$ cat config.mk
export PLATFORM = sky130hd
export DESIGN_NAME = packet_jitter_buffer
export DESIGN_NICKNAME = d
export VERILOG_FILES = /design/src/rtl/pjb_pkg.sv /design/src/rtl/pjb_ram.sv /design/src/rtl/packet_jitter_buffer.sv
export SDC_FILE = /design/constraint.sdc
export NUM_CORES = 1
export LEC_CHECK = 0
export BUFFER_PORTS_ARGS = -buffer_cell sky130_fd_sc_hd__buf_2
export CORE_MARGIN = 3
export CORE_UTILIZATION = 32
export CTS_BUF_LIST = sky130_fd_sc_hd__clkbuf_4 sky130_fd_sc_hd__clkbuf_8
export CTS_CLUSTER_SIZE = 12
export DETAILED_ROUTE_END_ITERATION = 8
export GPL_TIMING_DRIVEN = 0
export RECOVER_POWER = 50
export SYNTH_ARGS = -nofsm -noshare
export SYNTH_HDL_FRONTEND = slang
export SYNTH_SLANG_ARGS = --single-unit
$ cat constraint.sdc
create_clock -name clk -period 7.4 [get_ports clk]
set_clock_uncertainty 0.2 [all_clocks]
set_input_delay 0.37 -clock clk [delete_from_list [all_inputs] [get_ports clk]]
set_output_delay 0.37 -clock clk [all_outputs]
set_load 0.02 [all_outputs]
$ cat src/rtl/pjb_pkg.sv
// ============================================================================
// pjb_pkg: shared types and constants of the packet jitter buffer
// Word formats, register indexes, reset values.
// ============================================================================
`timescale 1ns / 1ps

package pjb_pkg;

    localparam int SLOT_COUNT_DEF = 16;

    localparam logic [8:0]  ATT_RST = 9'd8;
    localparam logic [7:0]  GAP_RST = 8'd10;
    localparam logic [12:0] AVG_RST = 13'd256;
    localparam logic [12:0] AVG_MAX = 13'd8191;
    localparam logic [7:0]  EPC_MAX = 8'd255;

    localparam logic REG_ATT = 1'b0;
    localparam logic REG_GAP = 1'b1;

    localparam logic OP_ADD = 1'b0;
    localparam logic OP_POP = 1'b1;

    typedef struct packed {
        logic        op;
        logic [15:0] seq_num;
        logic [15:0] packet_handle;
        logic        silence_flag;
    } cmd_t;

    typedef struct packed {
        logic        out_valid;
        logic [15:0] out_handle;
        logic        dropped;
        logic [15:0] dropped_handle;
        logic [4:0]  fill_count;
        logic [12:0] fill_average;
        logic        muted;
    } result_t;

    typedef struct packed {
        logic [15:0] seq;
        logic [15:0] handle;
        logic        silent;
    } slot_t;

endpackage

$ cat src/rtl/pjb_ram.sv
// ============================================================================
// pjb_ram: generic single-write, single-read RAM
// One write port, one read port with registered read data.
// ============================================================================
`timescale 1ns / 1ps

module pjb_ram #(
    parameter int WIDTH = 8,
    parameter int DEPTH = 16
) (
    input  logic                     clk,
    input  logic                     we,
    input  logic [$clog2(DEPTH)-1:0] waddr,
    input  logic [WIDTH-1:0]         wdata,
    input  logic [$clog2(DEPTH)-1:0] raddr,
    output logic [WIDTH-1:0]         rdata
);

    logic [WIDTH-1:0] mem [DEPTH];

    always_ff @(posedge clk)
    begin
        if (we)
        begin
            mem[waddr] <= wdata;
        end
        rdata <= mem[raddr];
    end

endmodule

$ cat src/rtl/packet_jitter_buffer.sv
// ============================================================================
// packet_jitter_buffer: reordering ring of packet slots for playback
// Adds packets by sequence offset from the head, pops them in order.
// ============================================================================
// Usage:
//  - Command channel: present a word on cmd with start high; it is taken at
//    the rising edge where start is high and busy is low. op ADD stores a
//    packet, op POP removes the head slot for playback.
//  - Result channel: one result word per command, shown on result for exactly
//    one cycle with done high. The receiver cannot stall it; busy is already
//    low in that cycle so the next command can be taken at the same edge.
//  - Config: cfg_we/cfg_index/cfg_wdata write attenuation (index 0) and the
//    silence gap limit (index 1); write only while idle.
//  - Sequencing: an add reads the head slot, reads the target slot and
//    writes it back. A pop reads the head slot, walks the in-order packets
//    (up to SLOT_COUNT), then updates the average by a restoring divide,
//    one quotient bit per cycle, skipped in silence or for a silent head
//    packet. The walk reads one slot per cycle from the slot RAM.
//  - Reset: valid bits cleared at once (flops), head 0, average 256, silence
//    state on. No clearing pass; slot RAM contents are qualified by valid.
// ============================================================================
`timescale 1ns / 1ps

module packet_jitter_buffer
    import pjb_pkg::*;
#(
    parameter int SLOT_COUNT = SLOT_COUNT_DEF
) (
    input  logic    clk,
    input  logic    rst_n,
    input  logic    start,
    input  cmd_t    cmd,
    output logic    busy,
    output logic    done,
    output result_t result,
    input  logic    cfg_we,
    input  logic    cfg_index,
    input  logic [8:0] cfg_wdata
);

    localparam int IDX_W = $clog2(SLOT_COUNT);
    localparam int CNT_W = $clog2(SLOT_COUNT + 1);
    localparam int DW    = 23;   // avg * (att - 1) + target
    localparam int SW    = $bits(slot_t);

    // sequencer states
    localparam logic [2:0] S_IDLE   = 3'd0;
    localparam logic [2:0] S_A_HEAD = 3'd1;
    localparam logic [2:0] S_A_POS  = 3'd2;
    localparam logic [2:0] S_P_HEAD = 3'd3;
    localparam logic [2:0] S_P_WALK = 3'd4;
    localparam logic [2:0] S_P_MUL  = 3'd5;
    localparam logic [2:0] S_P_DIV  = 3'd6;
    localparam logic [2:0] S_P_FIN  = 3'd7;

    // wrap-around increment/add on slot indexes
    function automatic logic [IDX_W-1:0] idx_add(input logic [IDX_W-1:0] a,
                                                 input logic [IDX_W-1:0] b);
        logic [IDX_W:0] s;
        s = {1'b0, a} + {1'b0, b};
        if (s >= (IDX_W+1)'(SLOT_COUNT))
        begin
            s = s - (IDX_W+1)'(SLOT_COUNT);
        end
        return s[IDX_W-1:0];
    endfunction

    // configuration
    logic [8:0] att_reg;
    logic [7:0] gap_reg;

    // block state
    logic [SLOT_COUNT-1:0] valid_reg, valid_next;
    logic [IDX_W-1:0]      head_reg, head_next;
    logic [7:0]            epc_reg, epc_next;
    logic [12:0]           avg_reg, avg_next;
    logic                  sil_reg, sil_next;

    // sequencer
    logic [2:0]       state_reg, state_next;
    cmd_t             cmd_reg, cmd_next;
    logic [IDX_W-1:0] addr_reg, addr_next;      // add target / walk slot
    logic [CNT_W-1:0] cnt_reg, cnt_next;
    logic [15:0]      first_reg, first_next;
    logic [15:0]      ph_reg, ph_next;
    logic             have_reg, have_next;
    logic             psil_reg, psil_next;
    logic [DW-1:0]    q_reg, q_next;
    logic [8:0]       rem_reg, rem_next;
    logic [4:0]       step_reg, step_next;
    logic [12:0]      navg_reg, navg_next;
    result_t          res_reg, res_next;
    logic             done_reg, done_next;

    // slot RAM
    logic             ram_we;
    logic [IDX_W-1:0] ram_waddr, ram_raddr;
    slot_t            ram_wdata, ram_rdata;
    logic [SW-1:0]    ram_rbits;

    pjb_ram #(
        .WIDTH (SW),
        .DEPTH (SLOT_COUNT)
    ) u_slot_ram (
        .clk   (clk),
        .we    (ram_we),
        .waddr (ram_waddr),
        .wdata (ram_wdata),
        .raddr (ram_raddr),
        .rdata (ram_rbits)
    );

    assign ram_rdata = slot_t'(ram_rbits);

    // datapath helpers
    logic [8:0]          att_eff;
    logic [16:0]         offset;
    logic [IDX_W-1:0]    pos_calc;
    logic [IDX_W-1:0]    nxt_idx;
    logic [CNT_W-1:0]    cnt_inc;
    logic [CNT_W+7:0]    tgt_wide;
    logic [12:0]         target;
    logic [9:0]          rem_sh;
    logic                q_bit;
    logic [CNT_W+4:0]    cnt_ext;
    logic [21:0]         product;

    assign att_eff  = (att_reg == 9'd0) ? 9'd1 : att_reg;
    assign tgt_wide = {cnt_reg, 8'd0};
    assign target   = (tgt_wide > (CNT_W+8)'(AVG_MAX)) ? AVG_MAX : tgt_wide[12:0];
    assign cnt_ext  = {5'd0, cnt_reg};
    assign cnt_inc  = cnt_reg + CNT_W'(1);
    assign product  = avg_reg * (att_eff - 9'd1);
    assign rem_sh   = {rem_reg, q_reg[DW-1]};
    assign q_bit    = (rem_sh >= {1'b0, att_eff});

    // offset from the head packet; zero when the head slot is empty
    assign offset   = valid_reg[head_reg] ? ({1'b0, cmd_reg.seq_num} - {1'b0, ram_rdata.seq})
                                          : 17'd0;
    assign pos_calc = idx_add(head_reg, offset[IDX_W-1:0]);
    assign nxt_idx  = idx_add((state_reg == S_P_HEAD) ? head_reg : addr_reg, IDX_W'(1));

    always_comb
    begin
        state_next = state_reg;
        cmd_next   = cmd_reg;
        addr_next  = addr_reg;
        cnt_next   = cnt_reg;
        first_next = first_reg;
        ph_next    = ph_reg;
        have_next  = have_reg;
        psil_next  = psil_reg;
        q_next     = q_reg;
        rem_next   = rem_reg;
        step_next  = step_reg;
        navg_next  = navg_reg;
        res_next   = res_reg;
        done_next  = 1'b0;
        valid_next = valid_reg;
        head_next  = head_reg;
        epc_next   = epc_reg;
        avg_next   = avg_reg;
        sil_next   = sil_reg;
        ram_we     = 1'b0;
        ram_waddr  = addr_reg;
        ram_wdata  = '{seq: cmd_reg.seq_num, handle: cmd_reg.packet_handle,
                       silent: cmd_reg.silence_flag};
        ram_raddr  = head_reg;

        case (state_reg)
            S_IDLE:
            begin
                if (start)
                begin
                    cmd_next   = cmd;
                    state_next = (cmd.op == OP_POP) ? S_P_HEAD : S_A_HEAD;
                end
            end

            S_A_HEAD:
            begin
                if (offset[16])
                begin
                    // late packet: discard the arrival
                    res_next           = '0;
                    res_next.dropped   = 1'b1;
                    res_next.dropped_handle = cmd_reg.packet_handle;
                    done_next          = 1'b1;
                    state_next         = S_IDLE;
                end
                else
                begin
                    if (offset < 17'(SLOT_COUNT))
                    begin
                        addr_next = pos_calc;
                    end
                    else
                    begin
                        // far ahead: take the head slot, advance head
                        addr_next = head_reg;
                        head_next = idx_add(head_reg, IDX_W'(1));
                    end
                    ram_raddr  = addr_next;
                    state_next = S_A_POS;
                end
            end

            S_A_POS:
            begin
                res_next = '0;
                if (valid_reg[addr_reg])
                begin
                    res_next.dropped        = 1'b1;
                    res_next.dropped_handle = ram_rdata.handle;
                end
                ram_we               = 1'b1;
                valid_next[addr_reg] = 1'b1;
                done_next            = 1'b1;
                state_next           = S_IDLE;
            end

            S_P_HEAD:
            begin
                have_next  = valid_reg[head_reg];
                first_next = ram_rdata.seq;
                ph_next    = valid_reg[head_reg] ? ram_rdata.handle : 16'd0;
                psil_next  = valid_reg[head_reg] && ram_rdata.silent;
                if (!valid_reg[head_reg])
                begin
                    cnt_next   = '0;
                    state_next = S_P_MUL;
                end
                else
                begin
                    cnt_next  = CNT_W'(1);
                    addr_next = nxt_idx;
                    ram_raddr = nxt_idx;
                    state_next = valid_reg[nxt_idx] ? S_P_WALK : S_P_MUL;
                end
            end

            S_P_WALK:
            begin
                if (ram_rdata.seq >= first_reg)
                begin
                    cnt_next  = cnt_inc;
                    addr_next = nxt_idx;
                    ram_raddr = nxt_idx;
                    if ((cnt_inc < CNT_W'(SLOT_COUNT)) && valid_reg[nxt_idx])
                    begin
                        state_next = S_P_WALK;
                    end
                    else
                    begin
                        state_next = S_P_MUL;
                    end
                end
                else
                begin
                    state_next = S_P_MUL;
                end
            end

            S_P_MUL:
            begin
                if (psil_reg || sil_reg)
                begin
                    navg_next  = target;
                    state_next = S_P_FIN;
                end
                else
                begin
                    q_next     = {1'b0, product} + {10'd0, target};
                    rem_next   = '0;
                    step_next  = 5'(DW);
                    state_next = S_P_DIV;
                end
            end

            S_P_DIV:
            begin
                // restoring divide, one quotient bit per cycle
                rem_next  = q_bit ? 9'(rem_sh - {1'b0, att_eff}) : rem_sh[8:0];
                q_next    = {q_reg[DW-2:0], q_bit};
                step_next = step_reg - 5'd1;
                if (step_reg == 5'd1)
                begin
                    navg_next  = (q_next > DW'(AVG_MAX)) ? AVG_MAX : q_next[12:0];
                    state_next = S_P_FIN;
                end
            end

            S_P_FIN:
            begin
                valid_next[head_reg] = 1'b0;
                head_next            = idx_add(head_reg, IDX_W'(1));
                if (have_reg)
                begin
                    epc_next = '0;
                end
                else if (epc_reg < EPC_MAX)
                begin
                    epc_next = epc_reg + 8'd1;
                end
                avg_next = navg_reg;
                sil_next = have_reg ? 1'b0 : sil_reg;
                if (epc_next >= gap_reg)
                begin
                    sil_next = 1'b1;
                end
                res_next              = '0;
                res_next.out_valid    = have_reg && !sil_next;
                res_next.out_handle   = (have_reg && !sil_next) ? ph_reg : 16'd0;
                res_next.dropped      = have_reg && sil_next;
                res_next.dropped_handle = (have_reg && sil_next) ? ph_reg : 16'd0;
                res_next.fill_count   = cnt_ext[4:0];
                res_next.fill_average = navg_reg;
                res_next.muted        = sil_next;
                done_next             = 1'b1;
                state_next            = S_IDLE;
            end

            default:
            begin
                state_next = S_IDLE;
            end
        endcase
    end

    always_ff @(posedge clk or negedge rst_n)
    begin
        if (!rst_n)
        begin
            state_reg <= S_IDLE;
            done_reg  <= 1'b0;
            valid_reg <= '0;
            head_reg  <= '0;
            epc_reg   <= '0;
            avg_reg   <= AVG_RST;
            sil_reg   <= 1'b1;
            att_reg   <= ATT_RST;
            gap_reg   <= GAP_RST;
        end
        else
        begin
            state_reg <= state_next;
            done_reg  <= done_next;
            valid_reg <= valid_next;
            head_reg  <= head_next;
            epc_reg   <= epc_next;
            avg_reg   <= avg_next;
            sil_reg   <= sil_next;
            if (cfg_we && (cfg_index == REG_ATT))
            begin
                att_reg <= cfg_wdata;
            end
            if (cfg_we && (cfg_index == REG_GAP))
            begin
                gap_reg <= cfg_wdata[7:0];
            end
        end
    end

    // payload registers
    always_ff @(posedge clk)
    begin
        cmd_reg   <= cmd_next;
        addr_reg  <= addr_next;
        cnt_reg   <= cnt_next;
        first_reg <= first_next;
        ph_reg    <= ph_next;
        have_reg  <= have_next;
        psil_reg  <= psil_next;
        q_reg     <= q_next;
        rem_reg   <= rem_next;
        step_reg  <= step_next;
        navg_reg  <= navg_next;
        res_reg   <= res_next;
    end

    assign busy   = (state_reg != S_IDLE);
    assign done   = done_reg;
    assign result = res_reg;

endmodule

==> impl_metrics.ini <==
[route]
drt_iter0_drc = 1981
postRouteAntennaNets = 0
first_pass_iters = 6
vias_per_cell = 5.015
wl_per_cell_um = 20.82
drc = 0
vias = 25510
wirelength_um = 105900

[status]
violations = capacitance limit, slew limit
status = complete, but fails checks

[floorplan]
die_area_um2 = 126200
ios = 103
start_util_pct = 32.41
die_width_um = 355.2
std_cell_rows = 127
chipHeight_um = 355.2
fp.coreArea_um2 = 120400

[synth]
yosysSeqAreaShare_pct = 60.14
syn-instance-count = 2973
avgSynthCellArea_um2 = 13.13
synthesis.area_um2 = 39030
async_flop_share_pct = 7.846
synth-edff-count = 707
yosysWarnings = 0
ys.flop_type = edfxtp_1
ys_ff_latch = 803
ys_types = 81

[cells_and_area]
nNetsFinal = 3641
seqCellArea_um2 = 23480
final_cell_mix = edfxtp_1, o211ai_1, inv_1, nand2_1, clkbuf_1
fin_util_pct = 38.90
top_register = u_slot_ram.mem
layout_commonest_cell = edfxtp_1
fin_area_um2 = 46860
layout-drive-gt1-share_pct = 17.71
fill_cells = 11560
multiInputGateArea_um2 = 14470
syn2layout_area_growth_pct = 20.05
largest_reg_flops = 528

[placed_design]
gp_congestion = 0.8484
portBuffers = 102
placed_cell_area_um2 = 42330
dp_hpwl_um = 73650

[critical_path]
worst-r2r-setup-slack_ns = 0.02
crit_top_cell = fa_1
ff2ff_path_depth = 30
arrival_ns = 7.72
crit_required_ns = 7.74
start_kind = flip-flop
critPathKind = reg2reg
slowest_delay_ns = 0.55
endpoint_kind = flip-flop
reg2reg_from = att_reg[7]$_DFFE_PN0P_
r2r_end = q_reg[20]$_DFFE_PP_
crit_fanout = 4
crit_path_top_delay_cell = fa_1

[clocking]
tritoncts = done
cts.sinks = 803
h-tree-depth = 4
clk_pin_slew_ns = 0.06
clockRootBuffer = clkbuf_8
cts_buffer_depth = 3
cts_made_buffers = 134
clkLatencyLatePin_ns = 0.85

[hold_path]
min_delay_worst_endpoint = cmd_reg[29]$_DFFE_PP_
hold_path_class = in2reg
worstHoldStart = cmd[29]
hold_depth = 2

[timing]
setup_viol = 0
hold_viol = 0
min_period_ns = 7.379
setup-tns-final_ns = 0
tightest_slew_ns = 3.506
rsz0062_at_grt = true
relSlewSlack_pct = -133.7
fin_crit_sh_pct = 99.72
slew_viol_final = 114
fmax_mhz = 135.5

[grt]
grt_pass1_wl_um = 158100
grt_max_degree = 59
grt_usage_pct = 16.59
first_global_vias = 25650
overflow = 0
antenna_found_initial = 4

[job]
maxCapViolCount = 4
-- cell usage after synthesis, types with 21 or more instances --
cell type / n / share of area [%]
nor3_1: 28 / 0.36
xnor2_1: 43 / 0.96
xor2_1: 21 / 0.47
nand4_1: 43 / 0.69
dfrtp_1: 58 / 3.7
edfxtp_1: 707 / 54
inv_1: 294 / 2.8
nand2b_1: 26 / 0.42
a21o_1: 56 / 1.1
dfxtp_1: 33 / 1.7
a21oi_1: 52 / 0.67
o22a_1: 34 / 0.76
nand3_1: 22 / 0.28
o21ai_0: 87 / 1.1
nand2_1: 179 / 1.7
fa_1: 91 / 4.7
o211ai_1: 302 / 5.8
and2_1: 111 / 1.8
nor2_1: 115 / 1.1
ha_1: 130 / 4.2
buf_1: 26 / 0.25
mux2i_1: 82 / 2.1
clkbuf_1: 118 / 1.1
mux2_2: 110 / 3.2
-- routing by layer --
metal | GRT usage, % | vias to the layer above | wire length [um]
met2 | 26.61 | 871 | 49700
met4 | 6.290 | 0 | 3117
met5 | 0 | - | 0
met1 | 22.32 | 12710 | 46250
met3 | 3.131 | 196 | 6843
li1 | - | 11730 | -
-- cells by family (layout without fill, tap and decap cells) --
logic type / Yosys count / in the layout / synth area share [%]
DFF: 803 / 803 / 60.14
other: 2 / 14 / 0.01924
muxes: 204 / 204 / 5.940
adders and majority gates: 221 / 221 / 8.835
and+or+nand+nor: 583 / 583 / 7.428
AOI/OAI and AO/OA: 633 / 633 / 11.62
xor gates and xnor gates: 64 / 64 / 1.436
buffers and inverters: 463 / 952 / 4.584
-- worst max-delay path: cells and delay by family, from the launching register on --
| family | cells | cell delay [ns] |
|---|---|---|
| AOI/OAI and AO/OA | 4 | 0.72 |
| buffers and inverters | 8 | 0.82 |
| xor gates and xnor gates | 3 | 0.58 |
| adders and majority gates | 7 | 2.97 |
| DFF | 1 | 0.44 |
| and+or+nand+nor | 8 | 1.35 |
-- final cells by class --
cell class | instances | share of cell area (%)
inverter | 297 | 2.379
multi-input combinational | 1718 | 30.88
tap | 1612 | 4.304
timing repair buffer | 253 | 4.478
clock buffer | 203 | 5.215
antenna | 1 | 0.005340
clock inverter | 34 | 0.9826
sequential | 803 | 50.10
buffer | 165 | 1.655
-- worst max path at each step --
stage | startpoint | endpoint | cells past startpoint
3_5_place_dp | att_reg[3]$_DFFE_PN1P_ | q_reg[18]$_DFFE_PP_ | 31
6_report | att_reg[7]$_DFFE_PN0P_ | q_reg[20]$_DFFE_PP_ | 30
2_1_floorplan | att_reg[3]$_DFFE_PN1P_ | q_reg[20]$_DFFE_PP_ | 29
5_1_grt | att_reg[7]$_DFFE_PN0P_ | q_reg[21]$_DFFE_PP_ | 32
4_1_cts | att_reg[3]$_DFFE_PN1P_ | q_reg[20]$_DFFE_PP_ | 30
3_3_place_gp | cmd_reg[17]$_DFFE_PP_ | result[31]$_DFFE_PP_ | 10
-- through the flow --
stage	hold slack, ns	setup WS [ns]	instances
global route	0.09015	-0.2353	5085
finish	0.1009	0.02060	5086
detailed placement	0.01855	-1.242	4721
CTS	0.05757	-0.03149	5072
floorplan	-0.1256	0.02443	2984
global placement	0.2533	-2.548	4698
-- what timing repair did --
action,4_1_cts,5_1_grt
hold buffers,83,0
resized for setup,94,37
setup buffers,32,13
endpoints found under the setup margin,13,16
hold endpoints to repair,146,0
pin swaps,70,25
Power is left out: the tool's default activity adds up to more than one toggle a clock period on the data nets, which glitch-free logic cannot reach.
